### config.mk
export PLATFORM = sky130hd
export DESIGN_NAME = mjpeg_frame_deframer
export DESIGN_NICKNAME = d
export VERILOG_FILES = /design/src/sv/mfd_pkg.sv /design/src/sv/mfd_parser.sv /design/src/sv/mfd_out_queue.sv /design/src/sv/mjpeg_frame_deframer.sv
export VERILOG_INCLUDE_DIRS = /design/src /design/src/sv
export SDC_FILE = /design/constraint.sdc
export NUM_CORES = 1
export LEC_CHECK = 0
export BUFFER_PORTS_ARGS = -buffer_cell sky130_fd_sc_hd__buf_2
export CORE_UTILIZATION = 66
export CTS_CLUSTER_DIAMETER = 200
export DETAILED_ROUTE_END_ITERATION = 8
export PLACE_DENSITY = 0.82
export SETUP_SLACK_MARGIN = 0.4
export SLEW_MARGIN = 15
export SYNTH_ARGS = -nofsm -noshare
export SYNTH_HDL_FRONTEND = slang
export SYNTH_SLANG_ARGS = --single-unit
### constraint.sdc
create_clock -name aclk -period 8.1 [get_ports aclk]
set_input_delay 0.81 -clock aclk [delete_from_list [all_inputs] [get_ports aclk]]
set_output_delay 0.81 -clock aclk [all_outputs]
set_load 0.03 [all_outputs]
### src/sv/mjpeg_frame_deframer_macros.svh
// Assertion macros shared by the frame deframer modules.
`ifndef MJPEG_FRAME_DEFRAMER_MACROS_SVH
`define MJPEG_FRAME_DEFRAMER_MACROS_SVH
`ifndef ASSERT_OFF
// Check a property on every clock edge outside reset.
`define MFD_ASSERT(lbl, clk, rst_n, prop) \
    lbl: assert property (@(posedge clk) disable iff (!(rst_n)) (prop)) \
        else $error("deframer check failed");
// Check a property on every clock edge, reset included.
`define MFD_ASSERT_ALWAYS(lbl, clk, prop) \
    lbl: assert property (@(posedge clk) (prop)) \
        else $error("deframer check failed");
`else
`define MFD_ASSERT(lbl, clk, rst_n, prop)
`define MFD_ASSERT_ALWAYS(lbl, clk, prop)
`endif
`endif

### src/sv/mfd_pkg.sv
// Types and constants shared by the frame deframer modules.
package mfd_pkg;

    localparam int DATA_W    = 8;
    localparam int COUNT_W   = 32;
    localparam int CFG_W     = 24;
    localparam int MIN_LIMIT = 4;
    localparam int DEPTH     = 3;

    localparam logic [DATA_W-1:0] MARK_FF  = 8'hFF;
    localparam logic [DATA_W-1:0] MARK_SOI = 8'hD8;
    localparam logic [DATA_W-1:0] MARK_EOI = 8'hD9;
    localparam logic [CFG_W-1:0]  LIMIT_RESET = 24'h100000;

    typedef logic [1:0] ptr_t;

    // One result item.
    typedef struct packed {
        logic [COUNT_W-1:0] count;
        logic               abort;
        logic               last;
        logic               first;
        logic [DATA_W-1:0]  data;
    } result_t;

    // Results produced by one input item: zero, one or two.
    typedef struct packed {
        logic [1:0] n;
        result_t    r0;
        result_t    r1;
    } push_t;

    // Advance a queue pointer modulo the queue depth.
    function automatic ptr_t ptr_inc(input ptr_t p);
        ptr_inc = (p == ptr_t'(DEPTH - 1)) ? '0 : ptr_t'(p + 2'd1);
    endfunction

endpackage

### src/sv/mfd_parser.sv
// Marker search, frame length tracking and result generation for one byte.
`include "mjpeg_frame_deframer_macros.svh"
module mfd_parser
    import mfd_pkg::*;
#(
    parameter int LENGTH_WIDTH = 24
) (
    input  logic                    clk,
    input  logic                    rst_n,
    input  logic                    in_valid,
    input  logic [DATA_W-1:0]       in_byte,
    input  logic [LENGTH_WIDTH-1:0] limit,
    output push_t                   push
);

    logic                    in_frame_reg, in_frame_next;
    logic                    prev_ff_reg, prev_ff_next;
    logic [LENGTH_WIDTH-1:0] len_reg, len_next;
    logic [COUNT_W-1:0]      count_reg, count_next;

    logic [LENGTH_WIDTH-1:0] len_inc;
    logic                    is_ff;

    assign is_ff   = (in_byte == MARK_FF);
    assign len_inc = (len_reg != '1) ? len_reg + 1'b1 : len_reg;

    // Decode one byte against the current state.
    always_comb begin
        in_frame_next = in_frame_reg;
        prev_ff_next  = prev_ff_reg;
        len_next      = len_reg;
        count_next    = count_reg;
        push          = '0;
        push.r0.count = count_reg;
        push.r1.count = count_reg;
        if (in_valid) begin
            if (!in_frame_reg) begin
                if (prev_ff_reg && in_byte == MARK_SOI) begin
                    // Start marker: emit both marker bytes.
                    in_frame_next  = 1'b1;
                    prev_ff_next   = 1'b0;
                    len_next       = LENGTH_WIDTH'(2);
                    push.n         = 2'd2;
                    push.r0.data   = MARK_FF;
                    push.r0.first  = 1'b1;
                    push.r1.data   = MARK_SOI;
                end else begin
                    prev_ff_next = is_ff;
                end
            end else if (len_inc > limit) begin
                // Frame too long: abort and resume hunting with this byte.
                in_frame_next = 1'b0;
                prev_ff_next  = is_ff;
                len_next      = '0;
                push.n        = 2'd1;
                push.r0.last  = 1'b1;
                push.r0.abort = 1'b1;
            end else if (prev_ff_reg && in_byte == MARK_EOI) begin
                // End marker: close the frame and count it.
                in_frame_next = 1'b0;
                prev_ff_next  = 1'b0;
                len_next      = '0;
                count_next    = count_reg + 1'b1;
                push.n        = 2'd1;
                push.r0.data  = in_byte;
                push.r0.last  = 1'b1;
                push.r0.count = count_reg + 1'b1;
            end else begin
                // Pass the frame byte through.
                prev_ff_next = is_ff;
                len_next     = len_inc;
                push.n       = 2'd1;
                push.r0.data = in_byte;
            end
        end
    end

    // Hold parser state.
    always_ff @(posedge clk) begin
        if (!rst_n) begin
            in_frame_reg <= 1'b0;
            prev_ff_reg  <= 1'b0;
            len_reg      <= '0;
            count_reg    <= '0;
        end else begin
            in_frame_reg <= in_frame_next;
            prev_ff_reg  <= prev_ff_next;
            len_reg      <= len_next;
            count_reg    <= count_next;
        end
    end

    `MFD_ASSERT(a_hunt_len_zero, clk, rst_n, !in_frame_reg |-> len_reg == '0)
    `MFD_ASSERT(a_frame_one_result, clk, rst_n, (in_valid && in_frame_reg) |-> push.n == 2'd1)
    `MFD_ASSERT(a_pair_opens, clk, rst_n, (in_valid && push.n == 2'd2) |=> in_frame_reg)

endmodule

### src/sv/mfd_out_queue.sv
// Three-entry result queue that takes up to two results per cycle.
`include "mjpeg_frame_deframer_macros.svh"
module mfd_out_queue
    import mfd_pkg::*;
(
    input  logic    clk,
    input  logic    rst_n,
    input  push_t   push,
    output logic    room,
    output logic    out_valid,
    input  logic    out_ready,
    output result_t out_item
);

    result_t mem_reg [DEPTH];
    ptr_t    wr_reg, wr_next;
    ptr_t    rd_reg, rd_next;
    logic [1:0] cnt_reg, cnt_next;
    logic    pop;
    ptr_t    wr_plus1;

    assign wr_plus1  = ptr_inc(wr_reg);
    assign out_valid = (cnt_reg != 2'd0);
    assign out_item  = mem_reg[rd_reg];
    assign pop       = out_valid && out_ready;
    // Accept a new item only when two free entries are guaranteed.
    assign room      = (cnt_reg <= 2'd1);

    // Advance pointers and fill level.
    always_comb begin
        rd_next  = pop ? ptr_inc(rd_reg) : rd_reg;
        wr_next  = wr_reg;
        if (push.n == 2'd1) begin
            wr_next = wr_plus1;
        end else if (push.n == 2'd2) begin
            wr_next = ptr_inc(wr_plus1);
        end
        cnt_next = cnt_reg - {1'b0, pop} + push.n;
    end

    // Write incoming results.
    always_ff @(posedge clk) begin
        if (push.n != 2'd0) begin
            mem_reg[wr_reg] <= push.r0;
        end
        if (push.n == 2'd2) begin
            mem_reg[wr_plus1] <= push.r1;
        end
    end

    // Hold queue control state.
    always_ff @(posedge clk) begin
        if (!rst_n) begin
            wr_reg  <= '0;
            rd_reg  <= '0;
            cnt_reg <= '0;
        end else begin
            wr_reg  <= wr_next;
            rd_reg  <= rd_next;
            cnt_reg <= cnt_next;
        end
    end

    `MFD_ASSERT(a_no_overflow, clk, rst_n, ({1'b0, cnt_reg} + {1'b0, push.n}) <= 3'd3 + {2'b0, pop})
    `MFD_ASSERT(a_pop_drains, clk, rst_n, (pop && push.n == 2'd0) |=> cnt_reg == $past(cnt_reg) - 2'd1)
    `MFD_ASSERT(a_rd_in_range, clk, rst_n, rd_reg != 2'd3)

endmodule

### src/sv/mjpeg_frame_deframer.sv
// Top level: cuts JPEG frames between FF D8 and FF D9 out of a byte stream.
// A result is written into the output queue when its byte is accepted and leaves it on the m_ side.
// Throughput: one byte per cycle while s_tready is high; a start marker emits two results, and
// s_tready stays low while the three-entry output queue holds two results or more.
// Reset (aresetn low, synchronous): hunting state, counters zero, queue empty,
// byte limit back to 1048576.
module mjpeg_frame_deframer
    import mfd_pkg::*;
#(
    parameter int LENGTH_WIDTH = 24
) (
    input  logic              aclk,
    input  logic              aresetn,
    input  logic              s_tvalid,
    output logic              s_tready,
    input  logic [7:0]        s_tdata,     // [7:0] in_byte
    output logic              m_tvalid,
    input  logic              m_tready,
    output logic [39:0]       m_tdata,     // [7:0] out_byte, [39:8] frames_received
    output logic [1:0]        m_tuser,     // [0] frame_first, [1] frame_abort
    output logic              m_tlast,     // frame_last
    input  logic              cfg_we,
    input  logic [CFG_W-1:0]  cfg_wdata    // max_frame_bytes
);

    localparam int CW = (LENGTH_WIDTH > CFG_W) ? LENGTH_WIDTH : CFG_W;

    logic [CFG_W-1:0]        limit_reg;
    logic [CW-1:0]           cfg_ext;
    logic [CW-1:0]           len_max_ext;
    logic [CW-1:0]           lim_ext;
    logic [LENGTH_WIDTH-1:0] limit;
    logic                    in_acc;
    push_t                   push;
    result_t                 out_item;

    // Hold the byte limit register.
    always_ff @(posedge aclk) begin
        if (!aresetn) begin
            limit_reg <= LIMIT_RESET;
        end else if (cfg_we) begin
            limit_reg <= cfg_wdata;
        end
    end

    // Clamp the limit to at least four bytes and at most the length range.
    assign cfg_ext     = CW'(limit_reg);
    assign len_max_ext = CW'({LENGTH_WIDTH{1'b1}});
    assign lim_ext     = (cfg_ext < CW'(MIN_LIMIT)) ? CW'(MIN_LIMIT) :
                         (cfg_ext > len_max_ext) ? len_max_ext : cfg_ext;
    assign limit       = lim_ext[LENGTH_WIDTH-1:0];

    assign in_acc = s_tvalid && s_tready;

    mfd_parser #(
        .LENGTH_WIDTH(LENGTH_WIDTH)
    ) u_parser (
        .clk      (aclk),
        .rst_n    (aresetn),
        .in_valid (in_acc),
        .in_byte  (s_tdata),
        .limit    (limit),
        .push     (push)
    );

    mfd_out_queue u_queue (
        .clk       (aclk),
        .rst_n     (aresetn),
        .push      (push),
        .room      (s_tready),
        .out_valid (m_tvalid),
        .out_ready (m_tready),
        .out_item  (out_item)
    );

    // Pack the result item onto the stream.
    assign m_tdata = {out_item.count, out_item.data};
    assign m_tuser = {out_item.abort, out_item.first};
    assign m_tlast = out_item.last;

endmodule

==> metrics.txt <==
worst slew pin tran=between 1 and 1.5 ns; hold endpoint=u_queue.mem_reg[1][8]; max reg flops=129; TritonCTS clock tree=done; fill cell count=between 1000 and 1500; cells after synthesis=1313; Die W=between 100 and 150 um; io pins=around 80; I/O Buffers=81; Startpoint Class=flop; post-synthesis sequential element count=roughly 220; Die Y-Extent=about 140 um; Synth cell types=65; htree depth=1; Tot Pwr=2.51 mW; clock transition at the registers of the reported paths=roughly 0.06 ns; CP Data Required Time=8.44 ns; post-synth top area share=0.268; # DRC=0; FF-to-FF End=u_queue.mem_reg[2][36]; dominant synthesized flop cell=dfxtp_1; worst reg2reg path depth=14; Core ar.=between 15000 and 20000 um^2; vias per cell=6.57; hold buffer count at CTS=0; Layout Skew=between 0.01 and 0.015 ns; Slew Limit Fails=0; Worst VDD drop=0.187 mV; Seq/Total Area, Yosys=0.452; # diodes=0; Area growth syn-to-layout=10.6%; Layout Cells excl Fill=1590; fmax=approximately 190 MHz; cts bufs inserted=24; Skew-Pair Late Insertion Delay=between 0.5 and 0.6 ns; drt total wl=32200 um; CTS root buf=clkbuf_16; Crit. End Element=flop; fin util=0.745; async set-reset flop share out of synthesis=0; synthesized cell area=12100 um^2; remaining antenna violation count=0; routed vias=10400; EDFF count, synth=108; CTS Buffer Depth=3; crit-path max FO=11; Setup-failing EPs final=0; die area=between 15000 and 20000 um^2; Post-Syn Nets=between 1000 and 1500; post-DR wirelength/cell=20.3 um; most frequent cells in the layout=146 x nand2_1, 137 x o21ai_0, 109 x dfxtp_1; DRT iter0 DRCs=between 900 and 1000; overall routing resource usage=0.345; Avg Inst Size Synth=just over 9 um^2; grt ovf=0; layout cells sized above 1=0.126; status=finished clean; largest area contributor in the netlist=edfxtp_1; Seq. cell area=5470 um^2; Hold Crit Start=u_queue.mem_reg[1][8]; CP arrival=roughly 5.5 ns; vias in the first global route=approximately 9700; Final Cell Area=13400 um^2; Hold Path Cell Cnt=2; largest net degree at the start of global routing=87; Hold WC Path Type=reg -> reg; post-CTS setup buffers=0; Multi-input gate area=6090 um^2; commonest non-fill, non-tap cell in the layout=nand2_1; r2r setup slk=a little under 3 ns; initial cell density of the core=0.674; Worst Setup Path Type=reg -> reg; post-cts sizing count=0; TritonCTS Sinks=roughly 220; MaxCap Viol Count=0; RSZ-0062 raised after global routing=false; DP Area=around 13000 um^2; Final Hold Fails=0; Yosys warnings=0; dpl cells=approximately 1500; NumNets Final=between 1000 and 1500; fin crit period=5.14 ns; Power Density=187 nW/um^2; initial antenna violation count=0; slew margin rel.=0.245; RR Startpoint=u_parser.len_reg[10]; global-route wire length before repair=a little over 50000 um; top post-synthesis cells by area=edfxtp_1 27%, dfxtp_1 18%, mux2i_1 5.8%; Lkg Pwr=about 4.7 nW; HPWL Detailed=slightly above 20000 um; First-pass DRT Iterations=5; # rows=49; GPL Wtd Cong=slightly above 0.9; setup tns final=0 ns; period utilization=0.634
## cell usage after synthesis (5+ instances only)
| master | number |
|---|---|
| o211ai_2 | 5 |
| a31oi_1 | 28 |
| o21ai_1 | 5 |
| o22ai_1 | 11 |
| nor4_1 | 8 |
| inv_1 | 45 |
| and3_1 | 15 |
| edfxtp_1 | 108 |
| a2111oi_4 | 5 |
| a21boi_0 | 9 |
| and4_1 | 8 |
| mux2i_1 | 70 |
| o211ai_1 | 8 |
| nand4_1 | 21 |
| nand4b_1 | 6 |
| xor2_1 | 13 |
| and2_1 | 13 |
| a32o_1 | 6 |
| nor3_1 | 19 |
| nor2_1 | 100 |
| o21ai_0 | 137 |
| a21o_1 | 14 |
| nand2b_1 | 9 |
| a32oi_1 | 6 |
| nand3_1 | 47 |
| ha_1 | 28 |
| dfxtp_1 | 111 |
| a22o_1 | 16 |
| o2111ai_1 | 5 |
| buf_1 | 6 |
| buf_2 | 7 |
| or3_1 | 26 |
| nand2_1 | 146 |
| a21oi_1 | 80 |
| xnor2_1 | 37 |
| clkbuf_1 | 73 |
| buf_4 | 8 |
## kinds of logic after synthesis
logic type | synth area share
flops | 0.452
xor+xnor | 0.0362
compound gates | 0.198
mux | 0.0588
simple gates | 0.180
buf+inv | 0.0469
fa+ha+maj | 0.0289
## cell type report
cell class              count  area share
clock buffers              30      0.0496
clock inverters            14      0.0128
inverters                  47      0.0132
multi-input cells         953       0.455
flip-flops and latches    219       0.408
well taps                 229      0.0214
repair buffers             98      0.0398
## worst max-delay path, cell delays in order, from the launching register on
cell	delay (ns)
dfxtp_1	0.47
and4_1	0.35
nand4_1	0.14
or2_2	0.36
and2_1	0.23
nand2_1	0.13
xnor2_1	0.15
ha_1	0.30
a211oi_2	0.23
nor2_1	0.11
o311ai_4	0.48
nand3_1	0.73
a21oi_1	0.72
nand3_1	0.26
o31ai_1	0.30
## through the flow
stage | worst slack [ns] | hold slack (ns)
2_1_floorplan | 3.88 | 0.422
3_3_place_gp | 3.22 | 0.430
3_5_place_dp | 3.07 | 0.434
4_1_cts | 3.04 | 0.443
5_1_grt | 2.61 | 0.464
6_report | 2.96 | 0.441
## worst max-delay path by stage
| stage | cells after the start | from | end | slack (ns) |
|---|---|---|---|---|
| detailed placement | 14 | u_parser.len_reg[2] | u_queue.mem_reg[2][36] | 3.07 |
| global route | 14 | u_parser.len_reg[2] | u_queue.mem_reg[1][7] | 2.61 |
| finish | 14 | u_parser.len_reg[10] | u_queue.mem_reg[2][36] | 2.96 |
| global placement | 14 | u_parser.len_reg[2] | u_queue.mem_reg[2][4] | 3.22 |
| CTS | 14 | u_parser.len_reg[2] | u_queue.mem_reg[2][36] | 3.04 |
| floorplan | 18 | u_parser.len_reg[5] | u_queue.mem_reg[0][32] | 3.88 |
## metal layers
layer	track usage	vias to the layer above	wire (um)
met4	0.155	0	1300
met3	0.0511	115	2760
li1	-	4871	-
met5	0	-	0
met2	0.572	579	15200
met1	0.446	4879	13000
## where the power goes
part	internal (mW)	switching [mW]	leakage (nW)	total (mW)
sequential	1.16	0.00845	1.81	1.17
combinational	0.0615	0.124	2.43	0.185
clock	0.707	0.446	0.407	1.15
total	1.93	0.578	4.65	2.51
Note: power is estimated with default switching activity, not from simulation.
